File: config.mk
export PLATFORM = sky130hd
export DESIGN_NAME = asq_div
export DESIGN_NICKNAME = d
export VERILOG_FILES = /design/src/asq_pkg.sv /design/src/asq_div.sv
export SDC_FILE = /design/constraint.sdc
export NUM_CORES = 1
export LEC_CHECK = 0
export BUFFER_PORTS_ARGS = -buffer_cell sky130_fd_sc_hd__buf_4
export CAP_MARGIN = 20
export CORE_MARGIN = 5
export CORE_UTILIZATION = 30
export DETAILED_ROUTE_END_ITERATION = 16
export GPL_ROUTABILITY_DRIVEN = 0
export GPL_TIMING_DRIVEN = 0
export PLACE_DENSITY = 0.51
export SYNTH_ARGS = -nofsm -noshare
export SYNTH_HDL_FRONTEND = slang
export SYNTH_SLANG_ARGS = --single-unit
File: constraint.sdc
create_clock -name clock -period 3.1 [get_ports clock]
set_input_delay 0.31 -clock clock [delete_from_list [all_inputs] [get_ports clock]]
set_output_delay 0.31 -clock clock [all_outputs]
set_load 0.05 [all_outputs]
File: src/asq_pkg.sv
// asq_pkg: shared widths, register indexes, reset values and types for the
// adaptive subband quantizer. No dependencies.
`timescale 1ns / 1ps

package asq_pkg;

   localparam int SAMPLE_W   = 16;
   localparam int CODE_W     = 8;
   localparam int CSR_IDX_W  = 3;
   localparam int CSR_DATA_W = 16;
   localparam int NUM_REGS   = 7;

   // divider: magnitude of the difference plus half a step, over the step size
   localparam int QUOT_W     = 17;
   localparam int DIVISOR_W  = 16;

   // configuration register indexes
   localparam logic [CSR_IDX_W-1:0] REG_QUANT_BITS     = 3'd0;
   localparam logic [CSR_IDX_W-1:0] REG_STEP_GAIN      = 3'd1;
   localparam logic [CSR_IDX_W-1:0] REG_PREDICTOR_GAIN = 3'd2;
   localparam logic [CSR_IDX_W-1:0] REG_CODE_MAX       = 3'd3;
   localparam logic [CSR_IDX_W-1:0] REG_CODE_MIN       = 3'd4;
   localparam logic [CSR_IDX_W-1:0] REG_POWER_ALPHA    = 3'd5;
   localparam logic [CSR_IDX_W-1:0] REG_POWER_FLOOR    = 3'd6;

   // reset values of the registers
   localparam logic [3:0]         RST_QUANT_BITS     = 4'd4;
   localparam logic [15:0]        RST_STEP_GAIN      = 16'd1024;
   localparam logic [5:0]         RST_PREDICTOR_GAIN = 6'd0;
   localparam logic [6:0]         RST_CODE_MAX       = 7'd7;
   localparam logic signed [7:0]  RST_CODE_MIN       = -8'sd8;
   localparam logic [10:0]        RST_POWER_ALPHA    = 11'd960;
   localparam logic [14:0]        RST_POWER_FLOOR    = 15'd1;

   localparam logic [10:0]        ALPHA_ONE          = 11'd1024;
   localparam logic [15:0]        SAT_POS            = 16'd32767;

   typedef logic signed [SAMPLE_W-1:0] sample_type;
   typedef logic signed [CODE_W-1:0]   code_type;

   typedef struct packed {
      logic busy;
      logic done;
   } div_status_type;

endpackage

File: src/asq_div.sv
// asq_div: restoring unsigned divider, one quotient bit per cycle.
// Depends on asq_pkg.
`timescale 1ns / 1ps

module asq_div import asq_pkg::*; (
   input  logic                 clock,
   input  logic                 reset,
   input  logic                 start,
   input  logic [QUOT_W-1:0]    dividend,
   input  logic [DIVISOR_W-1:0] divisor,
   output logic [QUOT_W-1:0]    quotient,
   output div_status_type       status
);

   localparam int CNT_W = $clog2(QUOT_W + 1);
   localparam logic [CNT_W-1:0] CNT_LOAD = CNT_W'(QUOT_W);

   logic [DIVISOR_W-1:0] rem_ff, rem_in;
   logic [QUOT_W-1:0]    quo_ff, quo_in;
   logic [DIVISOR_W-1:0] dsr_ff, dsr_in;
   logic [CNT_W-1:0]     cnt_ff, cnt_in;
   logic                 busy_ff, busy_in;
   logic                 done_ff, done_in;

   logic [DIVISOR_W:0]   trial;
   logic [DIVISOR_W:0]   trial_sub;
   logic                 fits;

   assign trial     = {rem_ff, quo_ff[QUOT_W-1]};
   assign trial_sub = trial - {1'b0, dsr_ff};
   assign fits      = trial >= {1'b0, dsr_ff};

   always_comb begin
      rem_in  = rem_ff;
      quo_in  = quo_ff;
      dsr_in  = dsr_ff;
      cnt_in  = cnt_ff;
      busy_in = busy_ff;
      done_in = 1'b0;
      if (start) begin
         rem_in  = '0;
         quo_in  = dividend;
         dsr_in  = divisor;
         cnt_in  = CNT_LOAD;
         busy_in = 1'b1;
      end else if (busy_ff) begin
         // remainder always stays below the divisor, so it fits its width
         rem_in = fits ? trial_sub[DIVISOR_W-1:0] : trial[DIVISOR_W-1:0];
         quo_in = {quo_ff[QUOT_W-2:0], fits};
         cnt_in = cnt_ff - 1'b1;
         if (cnt_ff == CNT_W'(1)) begin
            busy_in = 1'b0;
            done_in = 1'b1;
         end
      end
   end

   always_ff @(posedge clock) begin
      if (reset) begin
         busy_ff <= 1'b0;
         done_ff <= 1'b0;
         cnt_ff  <= '0;
      end else begin
         busy_ff <= busy_in;
         done_ff <= done_in;
         cnt_ff  <= cnt_in;
      end
      rem_ff <= rem_in;
      quo_ff <= quo_in;
      dsr_ff <= dsr_in;
   end

   assign quotient    = quo_ff;
   assign status.busy = busy_ff;
   assign status.done = done_ff;

endmodule

* Word-level counts from Yosys, hierarchy flattened *
Index checks and enable logic that the tools add are counted.

word-level totals
  register bits = 56
  input port bits = 36
  output and inout port bits = 19
  word-level logic and storage cells = 24

cells by class
  add/sub/neg operators = 2
  $lt $le $gt $ge = 1
  equality and inequality tests = 1
  multiplexer cells = 9
  bitwise operators = 1
  reductions and logical operators = 3

operator list
  operator                                                                number
  17-bit 2-to-1 mux                                                       2
  17-bit by 16-bit >= comparator with 1-bit output                        1
  16-bit 2-to-1 mux                                                       1
  16-bit subtractor                                                       1
  5-bit 2-to-1 mux                                                        2
  5-bit by 1-bit equality test with 1-bit output (second input constant)  1
  5-bit by 1-bit subtractor with 5-bit output (second input constant)     1
  1-bit 2-to-1 mux                                                        4
  3-bit OR reduction                                                      1
  2-bit nonzero test                                                      1
  2-bit OR reduction                                                      1
  1-bit NOT                                                               1

* Depth between registers and ports, before layout *
  depth in word-level cells = 4
  gate-level depth with buffers = 10
  gate-level depth less buffers = 9

* Worst setup path after synthesis *
Ideal clock, no wire load.

  path kind = register to register
  start = reg quo_ff[16] (netlist: quotient[16])
  end = reg rem_ff[14]
  library setup time = 149 ps
  arrival = 2360 ps
  data required time = 2951 ps
  slack = 591 ps
  stages on the path, launching flop included = 10
  path buffers = 0
  period minus slack after synthesis = 2509 ps
  cells stage by stage = edfxtp_1 -> inv_1 -> ha_1 -> fa_1 -> nor2b_1 -> o311ai_2 -> a21oi_1 -> nor4b_1 -> o311ai_0 -> o311ai_0

between the ends
  cells in the longest elaborated chain, start to end = 2
  elaborated cells between the ends (all ways) = 3
  those cells by class = add/sub: 1; order compare: 1; mux: 1

RTL lines
  item                                                                                          RTL line                      source
  start, declared                                                                               asq_div.sv:19                 logic [QUOT_W-1:0] quo_ff, quo_in;
  start signal, assigned                                                                        asq_div.sv:69                 quo_ff <= quo_in;
  16-bit subtractor / 17-bit by 16-bit >= comparator with 1-bit output (equally long branches)  asq_div.sv:30, asq_div.sv:31
  16-bit 2-to-1 mux (*)                                                                         asq_div.sv:48                 rem_in = fits ? trial_sub[DIVISOR_W-1:0] : trial[DIVISOR_W-1:0];
  end signal, assigned                                                                          asq_div.sv:68                 rem_ff <= rem_in;
  end, declared                                                                                 asq_div.sv:18                 logic [DIVISOR_W-1:0] rem_ff, rem_in;

Every way passes the cells marked *; elsewhere a longest branch is shown, timed or not.
A chain may end at the register's enable or synchronous reset.

* Worst setup path after layout *
Ends and elaborated chain as after synthesis.

==> results list <==
- Result of the run: finished clean
- Of the post-synthesis cell area, the dominant cell type holds 0.300.
- Fraction of met1 tracks used by global routing: 0.178
- Register-to-Register Setup Slack: roughly 0.53 ns
* Cell at the root of the clock tree: clkbuf_8
- Across every metal layer, demand over resource in global routing totals 0.125.
- The portion of synthesized area spent on multiplexers is 0.0736.
- In this design, the largest share of critical-path delay is due to compound AO/OA/AOI/OAI gates.
- Initial standard-cell utilization of the core: 0.306
- Compound-Gate Fraction of Synth Area: 0.163
- Tightest slew margin relative to the limit: 0.516
* Total wirelength of the detailed-routed design: 8.04 mm
- TritonCTS built the clock tree.
* Post-DR wirelength/cell: 15.5 µm
* Post-DRT Antenna Nets: 0
- The Yosys step of the flow raised 0 warnings.
- The synthesized design contains 56 register bits.
* Most used routing layer in global routing: met2
- Via count of the first global-routing pass: around 2600
- Synthesis-to-finish area growth: 20.7%
- Fraction of the yosys area taken by sequential cells: 0.440
- The tool flagged a number of max-cap violations equal to 0.
* Net load switching power: between 600 and 700 µW
* Maximum number of pins on one net before global-route repair: 21
- Of the total synthesized cell area, the portion taken by AND, OR, NAND and NOR gates is 0.166.
- EDFF count, synth: 33
- The worst setup path is launched from a flip-flop.
* Start-to-end type of the worst setup path: flip-flop to flip-flop
- Fraction of registers with async set/reset: 0
- The critical path crosses 9 cells after its start point.
- Number of antenna violations at the first check in global routing: 0
* LEAKAGE: approximately 1.6 nW
* Transition time of the tightest slew-check pin: about 0.73 ns
- Cts repair resizes: 0
- Final worst clock skew: between 0.015 and 0.02 ns
* 1st-iter DRT viols: 123
* Clock share of power: 0.235
- Minimum hold slack: 0.143 ns
- Of the total synthesized cell area, the portion taken by XOR and XNOR cells is 0.0319.
- Along the worst path, the maximum fanout reaches 4.
- Ant diodes: 0
- Count of input and output buffers: between 50 and 60
- Derived from the worst setup path, the maximum achievable clock frequency is between 300 and 400 MHz.
- Most common library cell in the layout ignoring fill and taps: buf_4
- The number of hold violations in the final report is 0.
* Estimated wirelength of the detail-placed design: roughly 6 mm
* Total standard cell area after synthesis: between 3000 and 4000 µm²
- Die Y-Extent: 115 µm
* Cell chain of the critical path: inv_1 -> ha_1 -> fa_1 -> nor2b_1 -> o311ai_2 -> a21oi_1 -> nor4b_1 -> o311ai_0 -> o311ai_0
* Arrival time reported for the critical path endpoint: roughly 2.8 ns
- Of the total power, the share spent switching nets is 0.349.
- Each instance of the synthesized netlist takes up on average 10.4 µm².
- The number of different library cells used by synthesis comes to 59.
- Along the worst hold path, the cell count comes to 1.
* Most area-consuming cells after synthesis: edfxtp_1 30%, dfxtp_1 14%, ha_1 6.8%
- Synthesis produced a netlist with a net count of between 300 and 400.
- Critical path's slowest cell: fa_1
* Path type of the worst min-delay path: input port to flip-flop
- Dominant synthesized flop cell: edfxtp_1
- Counting along the longest clock path gives a buffer depth of 2.
- By area, the combinational part of the netlist is dominated by simple AND/OR/NAND/NOR gates.
- Clock tree synthesis found a total of 56 sinks.
- STA classifies the critical path endpoint as a flip-flop.
- Fraction of layout instances using a drive strength above 1: 0.255
- Number of fill cells: ~1100
* Ratio of final minimum period to clock period: 0.830
* Peak per-stage delay on the critical path: just over 0.4 ns
* Power density over the cells: around 490 nW/µm²
- Cell type contributing the most total cell area after synthesis: edfxtp_1
* Global-route met2 utilization: 0.199
- Maximum level of the CTS H-tree: 2
- Adder-Cell Fraction of Synth Area: 0.0743
* Number of cells on the worst reg-to-reg path: 9
* First-pass GRT wire length: between 10 and 15 mm
- Cell internal power was estimated by the tool at about 1.3 mW.
- Detail-routed via count per cell: roughly 5
* GRT overflow: 0
- Count of TritonRoute iterations in the first routing pass: 4
- In this run, CTS created clock tree buffers numbering 5.
* Most frequent cells in the layout: 57 x buf_4, 33 x edfxtp_1, 25 x nor2_1
* Die span in x: approximately 110 µm
* Most used cell, CP: o311ai_0
- Layout net count: approximately 430
- # rows: 38
- After clock tree synthesis, the clock-pin slew on the worst setup and hold paths is 0.13 ns.
- The number of pins exceeding their max-slew limit in the final report was 0.
- Area of the placeable core: 10800 µm²
* Post-Route Setup TNS: 0 ns
- Setup repair after global routing left no endpoint under its margin.
- DIE AREA: 13200 µm²
- Final setup violation count: 0
- Portion of total power attributed to combinational logic: 0.302
* Synth Instances: between 300 and 400
* Relative contribution of sequential cells to total power: 0.462
- In this run the post-CTS setup repair buffer count came out at 0.
- For this run, global-route usage on met3 was measured as 0.0242.
- The number of buffers and inverters on the critical path is 1.
- Remaining design rule violation count: 0
* Final min period: between 2 and 3 ns
- IO Count: 55
- Count of hold-fix buffers inserted at cts: 0
- Via count: approximately 2600
- For the worst setup path, the data required time is roughly 3.3 ns.
- Peak supply drop: 0.211 mV
- Skew-Pair Late Insertion Delay: 0.33 ns
## cell families after synthesis
group	Yosys count
AOI/OAI and AO/OA	69
xor gates and xnor gates	12
adders and majority gates	19
buffers and inverters	39
DFF	56
muxes	22
and+or+nand+nor	101
## cell usage after synthesis, drive strengths merged (3+ instances only)
| cell | count |
|---|---|
| edfxtp | 33 |
| nor2 | 25 |
| dfxtp | 23 |
| inv | 22 |
| ha | 18 |
| mux2 | 18 |
| nand2 | 17 |
| a21oi | 16 |
| clkbuf | 10 |
| a211oi | 8 |
| a21o | 8 |
| nand4 | 8 |
| xor2 | 8 |
| buf | 7 |
| nor3 | 7 |
| o21ai | 7 |
| and2 | 6 |
| nand3 | 6 |
| a311oi | 5 |
| nand2b | 5 |
| o21a | 5 |
| mux2i | 4 |
| o311ai | 4 |
| xnor2 | 4 |
| a2111oi | 3 |
| a211o | 3 |
| nor2b | 3 |
| nor3b | 3 |
| nor4b | 3 |
| or3 | 3 |
## stage by stage
stage / instance area, µm² / instances / total power, mW / utilization / worst slack (ns)
6_report: 3980 / 520 / 1.94 / 0.369 / 0.527
3_3_place_gp: 3880 / 512 / 1.50 / 0.359 / 0.529
4_1_cts: 3980 / 520 / 1.96 / 0.369 / 0.472
2_1_floorplan: 3300 / 318 / 1.33 / - / 0.591
5_1_grt: 3980 / 520 / 2.05 / 0.369 / 0.247
3_5_place_dp: 3880 / 512 / 1.50 / 0.359 / 0.519
## flip-flops by register name (all words and copies together) (netlist names)
register  flops
rem_ff       16
cnt_ff        5
busy_ff       1
dsr_ff       16
done_ff       1
quotient     17
## final cells by class
type	count	area [µm²]	area share
Clock inverter	3	33.8	0.00848
Tap cell	140	175	0.0440
Multi-Input combinational cell	223	1680	0.422
Timing Repair Buffer	54	405	0.102
Inverter	22	82.6	0.0207
Sequential cell	56	1450	0.364
Buffer	17	85.1	0.0214
Clock buffer	5	68.8	0.0173
## final timing paths
kind	from	to
min reg2reg	rem_ff[15]	rem_ff[15]
max	quotient[16]	rem_ff[14]
max reg2reg	quotient[16]	rem_ff[14]
min	divisor[12]	dsr_ff[12]
## per-layer routing
layer / wire (µm) / up-vias
met3: 474 / 7
li1: - / 1300
met2: 3730 / 65
met5: 0 / -
met4: 68 / 0
met1: 3780 / 1218
## power groups by stage
stage | sequential, mW | combinational, mW | clock, mW
final | 0.897 | 0.586 | 0.456
after global routing | 0.906 | 0.645 | 0.500
after CTS | 0.898 | 0.590 | 0.473
after detailed placement | 0.914 | 0.588 | 0
after global placement | 0.912 | 0.583 | 0
after floorplan | 0.989 | 0.340 | 0
No activity file was read; power rests on OpenSTA's default activity.
